File: config.mk
export PLATFORM = sky130hd
export DESIGN_NAME = nfci_colmod
export DESIGN_NICKNAME = d
export VERILOG_FILES = /design/src/rtl/core/nfci_pkg.sv /design/src/rtl/core/nfci_colmod.sv
export SDC_FILE = /design/constraint.sdc
export NUM_CORES = 1
export LEC_CHECK = 0
export BUFFER_PORTS_ARGS = -buffer_cell sky130_fd_sc_hd__buf_4
export CORE_ASPECT_RATIO = 0.75
export CORE_MARGIN = 8
export CORE_UTILIZATION = 45
export DETAILED_ROUTE_END_ITERATION = 10
export PLACE_DENSITY = 0.78
export SETUP_SLACK_MARGIN = 0.2
export SYNTH_ARGS = -nofsm -noshare
export SYNTH_HDL_FRONTEND = slang
export SYNTH_SLANG_ARGS = --single-unit
export TNS_END_PERCENT = 10
File: constraint.sdc
create_clock -name clk -period 5.7 [get_ports clk]
set_input_delay 0.57 -clock clk [delete_from_list [all_inputs] [get_ports clk]]
set_output_delay 0.57 -clock clk [all_outputs]
set_load 0.1 [all_outputs]
File: src/rtl/core/nfci_pkg.sv
`timescale 1ns / 1ps
// Shared constants for the NAND flash command interface: opcodes, window regions,
// error flag positions and register indexes. No dependencies.
package nfci_pkg;

  localparam int unsigned ARRAY_BYTES = 262144;
  localparam int unsigned ARRAY_AW    = 18;
  localparam int unsigned CFG_AW      = 6;
  localparam int unsigned CFG_DW      = 64;

  localparam logic [7:0] OP_READ    = 8'h00;
  localparam logic [7:0] OP_READ_GO = 8'h30;
  localparam logic [7:0] OP_STATUS  = 8'h70;
  localparam logic [7:0] OP_PROG    = 8'h80;
  localparam logic [7:0] OP_PROG_GO = 8'h10;
  localparam logic [7:0] OP_ID      = 8'h90;
  localparam logic [7:0] OP_RESET   = 8'hff;

  localparam logic [19:0] OFF_CMD  = 20'h08000;
  localparam logic [19:0] OFF_ADDR = 20'h10000;
  localparam logic [19:0] OFF_RSVD = 20'hc0000;

  localparam int unsigned FL_MODE  = 0;
  localparam int unsigned FL_RSVD  = 1;
  localparam int unsigned FL_ALIGN = 2;
  localparam int unsigned FL_CMD   = 3;
  localparam int unsigned FL_SEQ   = 4;
  localparam int unsigned FL_BUF   = 5;
  localparam int unsigned FL_ARRAY = 6;

  localparam logic [2:0] REG_PAGE_BYTES  = 3'd0;
  localparam logic [2:0] REG_SPARE_BYTES = 3'd1;
  localparam logic [2:0] REG_WRITE_EN    = 3'd2;
  localparam logic [2:0] REG_DEVICE_ID   = 3'd3;
  localparam logic [2:0] REG_SHARED_OFF  = 3'd4;

  typedef logic [7:0]  byte_t;
  typedef logic [6:0]  flags_t;
  typedef logic [63:0] word_t;

endpackage

File: src/rtl/core/nfci_colmod.sv
`timescale 1ns / 1ps
// Bit-serial remainder unit: 64-bit address modulo a 14-bit divisor, one bit a cycle.
// Depends on nfci_pkg.
module nfci_colmod (
  input  logic                 clk,
  input  logic                 rst,
  input  logic                 start,
  input  nfci_pkg::word_t      dividend,
  input  logic [13:0]          divisor,
  output logic                 done,
  output logic [13:0]          rem
);
  import nfci_pkg::*;

  logic        busy;
  logic [5:0]  cnt;
  word_t       shreg;
  logic [13:0] r;
  logic [13:0] dv;
  logic [14:0] trial;

  assign trial = {r, shreg[63]};
  assign rem   = (dv == 14'd0) ? 14'd0 : r;

  always_ff @(posedge clk) begin
    if (rst) begin
      busy <= 1'b0;
      done <= 1'b0;
      cnt  <= '0;
    end else begin
      done <= busy && !start && cnt == 6'd63;
      if (start) begin
        busy  <= 1'b1;
        cnt   <= '0;
        shreg <= dividend;
        r     <= '0;
        dv    <= divisor;
      end else if (busy) begin
        // restoring step: keep the partial remainder below the divisor
        if (trial >= {1'b0, dv}) begin
          r <= 14'(trial - {1'b0, dv});
        end else begin
          r <= trial[13:0];
        end
        shreg <= {shreg[62:0], 1'b0};
        cnt   <= cnt + 6'd1;
        if (cnt == 6'd63) begin
          busy <= 1'b0;
        end
      end
    end
  end
endmodule

Word-level counts from Yosys, hierarchy flattened
Index checks and enable logic that the tools add are counted.
{ "word_totals": {"regBits": 100} }
{ "classes": {"add_sub_neg": 2, "magnitude_cmp": 1, "n_eq_ne": 1, "mux": 8, "bitwise_logic": 1, "n_reduce_logical": 8} }
{ "ops": {"columns": ["operator", "n"], "rows": [
  ["two-way mux 64 bit", 2],
  ["two-way mux 14 bit", 3],
  [">= comparator 15 x 14 -> 1 bit", 1],
  ["logical NOT 14 bit", 1],
  ["subtractor 14 bit", 1],
  ["adder 6 x 1 -> 6 bit (second input constant)", 1],
  ["== test 6 bit (second input constant)", 1],
  ["AND reduction 2 bit", 2],
  ["two-way mux 1 bit", 3],
  ["logical AND 1 bit", 2],
  ["nonzero test 2 bit", 1],
  ["OR reduction 2 bit", 1],
  ["logical NOT 1 bit", 1],
  ["inverter 1 bit", 1]
]} }

Logic depth before layout (Yosys ltp)
Gate-level depths: netlist of the first run.
{ "depth": {"word_depth": 4, "depth_mapped": 11, "mapped_depth_nobuf": 10} }

Worst setup path after synthesis of the first run
No wires, ideal clock.
{ "synth_timing": {"kind": "input-to-reg", "start": "input port start", "end": "register r[0] (enable)", "t_arrival_ps": 4729, "required_time_ps": 5158, "setup_slack_ps": 428, "stages": 3, "path_buffers": 1, "cell_sequence": "clkbuf_1 > inv_1 > a21oi_1"} }
{ "synth_via": {"elab_chain_len": 2} }
{ "synth_lines": {"columns": ["element", "line", "source"], "rows": [
  ["start, declared", "nfci_colmod.sv:7", "input logic start,"],
  ["nonzero test 2 bit (no line)", null, null],
  ["AND reduction 2 bit (no line)", null, null],
  ["end signal, assigned", "nfci_colmod.sv:41", "r <= 14'(trial - {1'b0, dv});"],
  ["end signal, assigned", "nfci_colmod.sv:43", "r <= trial[13:0];"],
  ["end, declared", "nfci_colmod.sv:18", "logic [13:0] r;"]
]} }
No other way between the ends.
A chain may end at the register's enable or synchronous reset.

Worst setup path in the final report of the first run
{ "layout_timing": {"start": "input port start", "end": "register r[5] (enable)"} }
The elaborated chain is that of the path after synthesis.

==> results of run 1 <==
## registers in the layout (all words and copies together) (netlist names)
| register | count |
|---|---|
| r | 14 |
| shreg | 64 |
| busy | 1 |
| dv | 14 |
| cnt | 6 |
| done | 1 |
## Yosys cell counts, types with 3 or more instances
cell type	count	area, um^2
and2_1	15	93.8
edfxtp_1	92	2760
ha_1	15	188
a21oi_1	13	65.1
mux2i_1	9	90.1
nand2_1	10	37.5
o21ai_0	10	50.1
nand3_1	7	35.0
xor2_1	4	35.0
nor2_1	26	97.6
xnor2_1	6	52.6
nor2b_1	5	31.3
nand4_1	3	18.8
clkbuf_1	12	45.0
a21o_1	5	37.5
nor3_1	4	20.0
o21a_1	3	22.5
dfxtp_1	8	160
inv_1	20	75.1
nor4_1	4	25.0
mux2_2	63	709
## final timing paths
kind / to / from / slack (ps) / cells after the start
worst max-delay path: r[5]$_SDFFCE_PP0P_ / start / 2480 / 4
worst min-delay path: dv[3]$_DFFE_PP_ / divisor[3] / 400 / 1
worst max register to register: r[12]$_SDFFCE_PP0P_ / r[9]$_SDFFCE_PP0P_ / 2700 / 7
worst min register to register: cnt[5]$_SDFFE_PP0P_ / cnt[5]$_SDFFE_PP0P_ / 500 / 2
## metrics by stage
| step | total power, mW | hold WS [ps] | area, um^2 | util |
|---|---|---|---|---|
| 3_3_place_gp | 1.28 | 470 | 5850 | 0.537 |
| 6_report | 1.88 | 402 | 6150 | 0.564 |
| 2_1_floorplan | 1.19 | 458 | 5020 | - |
| 3_5_place_dp | 1.29 | 494 | 5850 | 0.537 |
| 4_1_cts | 1.90 | 383 | 6150 | 0.564 |
| 5_1_grt | 1.97 | 378 | 6150 | 0.564 |
## worst max-delay path, cell delays in order
cell     delay (ps)
buf_4           720
inv_1           270
a21oi_4         880
buf_4           650
## per-layer routing
layer	up-vias	GRT usage
met4	0	0.0510
met1	1514	0.184
met5	-	0
met3	6	0.0551
met2	79	0.215
li1	1576	-
## final cells by class
| class | instances | area share |
|---|---|---|
| Sequential cell | 100 | 0.475 |
| Multi-Input combinational cell | 237 | 0.318 |
| Timing Repair Buffer | 96 | 0.117 |
| Clock buffer | 10 | 0.0372 |
| Tap cell | 140 | 0.0285 |
| Inverter | 20 | 0.0122 |
| Clock inverter | 6 | 0.0114 |
## kinds of logic after synthesis
group | share of synthesized area
flip-flops | 0.582
AND/OR/NAND/NOR | 0.0892
multiplexers | 0.159
AO/OA/AOI/OAI | 0.0800
buffers and inverters | 0.0311
adder cells (fa/ha/maj) | 0.0413
XOR/XNOR | 0.0174
## power by group
part / leakage, nW / switching [mW] / internal (mW) / total [mW]
clock network: 0.143 / 0.266 / 0.344 / 0.610
registers: 0.943 / 0.0231 / 0.866 / 0.889
logic: 1.30 / 0.223 / 0.162 / 0.385
total: 2.38 / 0.512 / 1.37 / 1.88
==> impl_metrics.ini, run 1 <==
[status]
outcome = completed

[yosys]
netlist_instances = 373
synth-edff-count = 92
ys_seq_area_frac = 0.582
synth_cell_types = 53
yosysWarningCount = 0
ys_seq_elements = 100
syn_nets = 470
synth_top_flop_cell = edfxtp_1
synth-async-reset-ratio = 0
netlist_area_um2 = 5020
synth.avg_cell_area_um2 = 13.5

[drt]
viasPerCell = 5.21
wl_met2_mm = 4.72
vias = 3175
wl_met3_um = 725
wl_mm = 10.4
drc_errors = 0
top_layer = met4
avgRoutedWirePerCell_um = 17.1
dr.first_iter.drc_count = 213
drtAntennaViolNets = 0
wl_met1_mm = 4.89
drt_pass1_iterations = 5

[placed_design]
routabilityCongestion = 0.816
pre_cts_ws_ps = 2080
dp_hpwl_mm = 7.62
place_inst = 593
port_buffers = 95

[clock_network]
postCtsSetupRepairBufs = 0
root_buffer = clkbuf_16
clock_latency_ps = 340
clk_pin_slew_worst_paths_ps = 70
cts.hold.buffers_added = 0
cts_tree = built
clockBufferDepth = 2
cts_resized = 0
cts_buffers = 9
clock-sinks = 100
htreeDepth = 3

[timing]
max_slew.worst_pin.slew_ps = 1110
setup-violations-final = 0
setup-tns-final_ps = 0
final.setup.worst_slack_ps = 2480
drv_slew = 0
hold_violations = 0
rsz0062_at_grt = false
fmax_mhz = 311
worst_clock_skew_ps = 10.1
period_share = 0.565
period_needed_ps = 3220
relSlewSlack = 0.257

[critical_path]
cp.arrival_ps = 3190
path_class = input pin to register
worstSetupStartpointType = input pin
endpoint_kind = register
cp_max_fo = 81
worstPathRequired_ps = 5670

[floorplan]
floorplan.initialDensity = 0.461
core-area_um2 = 10900
die_h_um = 108
io_pins = 96
die-area_um2 = 14800
row_count = 33
chipWidth_um = 138

[final_layout]
mostFrequentLayoutCells = 96 x buf_4, 92 x edfxtp_1, 63 x mux2_2
diodes = 0
final_common_cell = buf_4
final_cells = 609
nets = 561
drive_gt1_frac = 0.390
fillers = 924
seq_area_um2 = 2920
syn2layout_area_growth_pct = 22.4
multi_input_area_um2 = 1960

[grt]
grt_first_pass_wirelength_mm = 17.0
grt-ovfl-total = 0
grt_antenna_before_repair = 0
grt_start_max_net_pins = 82
grt.total_usage = 0.143
grt_pass1_vias = 3365

[pwr]
ir_worst_vdd_uv = 165
power.density_nw_per_um2 = 306
leakage_nw = 2.38

[min_path]
hp-class = input pin to register

[run]
maxCapViolCount = 0
Power figures use the tool's default switching activity.
==> run 2, diff against run 1 <==
Settings changed: PLACE_DENSITY 0.78 to 0.81.
Clock period 5.7 ns to 2.85 ns, I/O delays scaled along.
==> impl_metrics.ini, run 2 (same netlist as run 1, synthesis figures left out) <==
[grt]
grt_first_pass_wirelength_mm = 17.5
grt.total_usage = 0.146
grt_antenna_before_repair = 0
grt_pass1_vias = 3487
grt_start_max_net_pins = 60
grt-ovfl-total = 0

[timing]
period_share = 0.903
rsz0062_at_grt = true
relSlewSlack = 0.519
max_slew.worst_pin.slew_ps = 721
drv_slew = 0
setup-violations-final = 0
worst_clock_skew_ps = 9.56
setup-tns-final_ps = 0
fmax_mhz = 389
hold_violations = 0
period_needed_ps = 2570

[critical_path]
path_class = register to register
r2r_start = r[11]$_SDFFCE_PP0P_
critPathLaunch = r[11]$_SDFFCE_PP0P_
r2r_cells = 8
r2r_slack_ps = 280
worstSetupStartpointType = register
cp.arrival_ps = 2660
cp_max_fo = 9
r2r-end = r[4]$_SDFFCE_PP0P_
worstPathRequired_ps = 2940
endpoint_kind = register

[min_path]
hp-class = input pin to register
hp-start = divisor[13]
hold_depth = 1
hold_end = dv[13]$_DFFE_PP_

[pwr]
ir_worst_vdd_uv = 371
power.density_nw_per_um2 = 602
leakage_nw = 2.41

[final_layout]
final_common_cell = buf_4
largest-register = shreg
design_area_um2 = 6210
mostFrequentLayoutCells = 105 x buf_4, 92 x edfxtp_1, 63 x mux2_2
nets = 570
diodes = 0
largest_registers = shreg (64), dv (14), r (14)
syn2layout_area_growth_pct = 23.5
drive_gt1_frac = 0.410
largest_register_ffs = 64

[placed_design]
dp_hpwl_mm = 7.82
placed_area_um2 = 5920
port_buffers = 95
routabilityCongestion = 0.888

[clock_network]
clock_latency_ps = 340
clk_pin_slew_worst_paths_ps = 80
cts.hold.buffers_added = 0
clockBufferDepth = 2
postCtsSetupRepairBufs = 0
cts_buffers = 9
htreeDepth = 3
clock-sinks = 100
root_buffer = clkbuf_16
cts_tree = built

[floorplan]
io_pins = 96
floorplan.initialDensity = 0.461
core-area_um2 = 10900
row_count = 33
chipWidth_um = 138
die-area_um2 = 14800
die_h_um = 108

[drt]
viasPerCell = 5.29
wl_mm = 10.7
drtAntennaViolNets = 0
drt_pass1_iterations = 4
dr.first_iter.drc_count = 138
vias = 3267
avgRoutedWirePerCell_um = 17.3
drc_errors = 0

[status]
outcome = completed

[run]
maxCapViolCount = 0
[run 2: cell types whose count changed in the layout (fill, tap and decap cells not counted), sizes merged]
cell	change
bufinv	-1
clkinv	-1
buf	+9
clkinvlp	+2
[run 2: through the flow]
step	hold slack, ps	setup slack, ps	power [mW]	util	cells
6_report	120	277	3.73	0.569	618
5_1_grt	103	165	3.89	0.569	618
4_1_cts	105	199	3.76	0.568	618
3_5_place_dp	464	115	2.60	0.543	602
3_3_place_gp	464	222	2.58	0.543	602
2_1_floorplan	384	441	2.37	-	373
[run 2: area by class of cell]
cell class	instances	area (um^2)
timing repair buffer	105	788
tap	140	175
fill	918	4690
clock buffer	10	229
multi-input combinational	237	1970
clock inverter	6	47.5
sequential	100	2920
inverter	20	75.1
[run 2: report_power, final]
part           leakage, nW  internal [mW]  switching (mW)
Combinational         1.34          0.341           0.454
Clock                0.127          0.601           0.560
Sequential           0.943           1.73          0.0472
Total                 2.41           2.67            1.06
[run 2: worst max path at each step]
| stage | endpoint | slack [ps] | depth (start not counted) |
|---|---|---|---|
| global placement | r[4]$_SDFFCE_PP0P_ | 220 | 9 |
| finish | r[4]$_SDFFCE_PP0P_ | 280 | 8 |
| global route | r[2]$_SDFFCE_PP0P_ | 170 | 8 |
| detailed placement | r[4]$_SDFFCE_PP0P_ | 120 | 8 |
| CTS | r[12]$_SDFFCE_PP0P_ | 200 | 10 |
| floorplan | r[12]$_SDFFCE_PP0P_ | 440 | 10 |
[run 2: timing repair]
item	CTS	global route
pin swaps	0	1
setup endpoints to repair	11	12
gates resized for setup	1	3
[run 2: metal layers]
layer	routed length, um	GRT usage
met1	4960	0.184
met2	4850	0.227
met3	771	0.0604
met4	93	0.0356
met5	0	0
[run 2: critical path, stage by stage (launching register included)]
cell and delay, ps:
edfxtp_1 410, ha_1 380, a21o_1 190, a211o_1 320, a31oi_2 250, and3_4 330, buf_4 190, mux2i_1 210
nor2_1 50
==> run 3, diff against run 2 <==
Settings changed: CORE_UTILIZATION 45 to 40, PLACE_DENSITY 0.81 to 0.74.
==> impl_metrics.ini, run 3 (same netlist as run 1, synthesis figures left out) <==
[critical_path]
path_class = register to register
cp_max_fo = 9
path_cells = ha_1, a21o_1, a211o_1, a31oi_2, and3_1, buf_4, nor2_1, a32o_1
worst_path_max_delay_cell = edfxtp_1
worstPathRequired_ps = 2940
critPathLaunch = r[11]$_SDFFCE_PP0P_
worstSetupStartpointType = register
max_stage_delay_ps = 410
r2r_start = r[11]$_SDFFCE_PP0P_
cp.arrival_ps = 2590
endpoint_kind = register

[final_layout]
diodes = 0
final_cells = 641
drive_gt1_frac = 0.408
utilization = 0.510
fillers = 1080
largest_register_ffs = 64
mostFrequentLayoutCells = 102 x buf_4, 92 x edfxtp_1, 63 x mux2_2
final_common_cell = buf_4
syn2layout_area_growth_pct = 24.4
largest_registers = shreg (64), dv (14), r (14)
seq_area_um2 = 2920
multi_input_area_um2 = 1970
nets = 568
largest-register = shreg

[drt]
wl_mm = 10.9
drc_errors = 0
drt_pass1_iterations = 4
avgRoutedWirePerCell_um = 17.0
viasPerCell = 5.03
dr.first_iter.drc_count = 256
drtAntennaViolNets = 0
vias = 3227

[floorplan]
row_count = 35
io_pins = 96
core-area_um2 = 12300
die_h_um = 113
floorplan.initialDensity = 0.410
die-area_um2 = 16400
chipWidth_um = 145

[grt]
grt_pass1_vias = 3397
grt-ovfl-total = 0
grt_antenna_before_repair = 0
grt_first_pass_wirelength_mm = 17.8
grt.total_usage = 0.135
grt_start_max_net_pins = 65

[clock_network]
clock_latency_ps = 340
clk_pin_slew_worst_paths_ps = 70
root_buffer = clkbuf_16
cts_buffers = 9
htreeDepth = 3
clockBufferDepth = 2
cts_tree = built
cts.hold.buffers_added = 0
clock-sinks = 100

[timing]
rsz0062_at_grt = false
max_slew.worst_pin.slew_ps = 440
setup-violations-final = 0
period_needed_ps = 2500
relSlewSlack = 0.707
setup-tns-final_ps = 0
worst_clock_skew_ps = 7.92
hold_violations = 0
drv_slew = 0
fmax_mhz = 400
period_share = 0.877

[pwr]
p_total_mw = 3.79
leakage_nw = 2.42
ir_worst_vdd_uv = 325
power.density_nw_per_um2 = 606

[min_path]
hp-start = divisor[2]
hp-class = input pin to register

[placed_design]
dp_hpwl_mm = 8.00
routabilityCongestion = 0.868
port_buffers = 95
place_inst = 626

[run]
maxCapViolCount = 0

[status]
outcome = completed
-- run 3: cell count changes in the layout (fill, tap and decap cells not counted), sizes merged --
cell      delta
buf          -2
bufinv       +1
clkinv       +2
clkinvlp     -3
inv          -1
-- run 3: where the power goes --
| part | internal (mW) | leakage (nW) | switching [mW] |
|---|---|---|---|
| registers | 1.73 | 0.943 | 0.0444 |
| clock network | 0.681 | 0.143 | 0.530 |
| logic | 0.337 | 1.33 | 0.461 |
| total | 2.75 | 2.42 | 1.04 |
-- run 3: path summary, 6_finish.rpt --
path | end | slack, ps | cells after the start
worst min-delay path | dv[2]$_DFFE_PP_ | 120 | 1
worst max-delay path | r[12]$_SDFFCE_PP0P_ | 350 | 8
worst max register to register | r[12]$_SDFFCE_PP0P_ | 350 | 8
worst min register to register | done$_SDFF_PP0_ | 500 | 2
-- run 3: timing repair --
item                       4_1_cts  5_1_grt
resized for setup                0        5
setup endpoints to repair        0        2
setup buffers                    0        0
-- run 3: routing by layer --
layer | share of wire | track usage | vias to the layer above
met5 | 0 | 0 | -
met4 | 0.0092 | 0.0387 | 0
met3 | 0.057 | 0.0355 | 9
met2 | 0.47 | 0.208 | 85
met1 | 0.46 | 0.185 | 1542
li1 | - | - | 1591
-- run 3: cell type report --
type / instances / share of cell area
Clock buffer: 10 / 0.0366
Tap cell: 166 / 0.0332
Timing Repair Buffer: 103 / 0.126
Sequential cell: 100 / 0.468
Inverter: 20 / 0.0120
Multi-Input combinational cell: 237 / 0.315
Clock inverter: 5 / 0.00981
-- run 3: critical path, delay by kind of cell (launching register included) --
family / cells / cell delay (ps)
adders and majority gates: 1 / 380
DFF: 1 / 410
buffers and inverters: 1 / 180
AOI/OAI and AO/OA: 4 / 1010
and+or+nand+nor: 2 / 270
-- run 3: metrics by stage --
step                      setup WS [ps]  hold slack, ps  instance area, um^2
after floorplan                     441             384                 5030
after global placement              287             464                 5950
after detailed placement            253             465                 5950
after CTS                           218             106                 6240
after global routing                210             100                 6250
final                               352             120                 6250
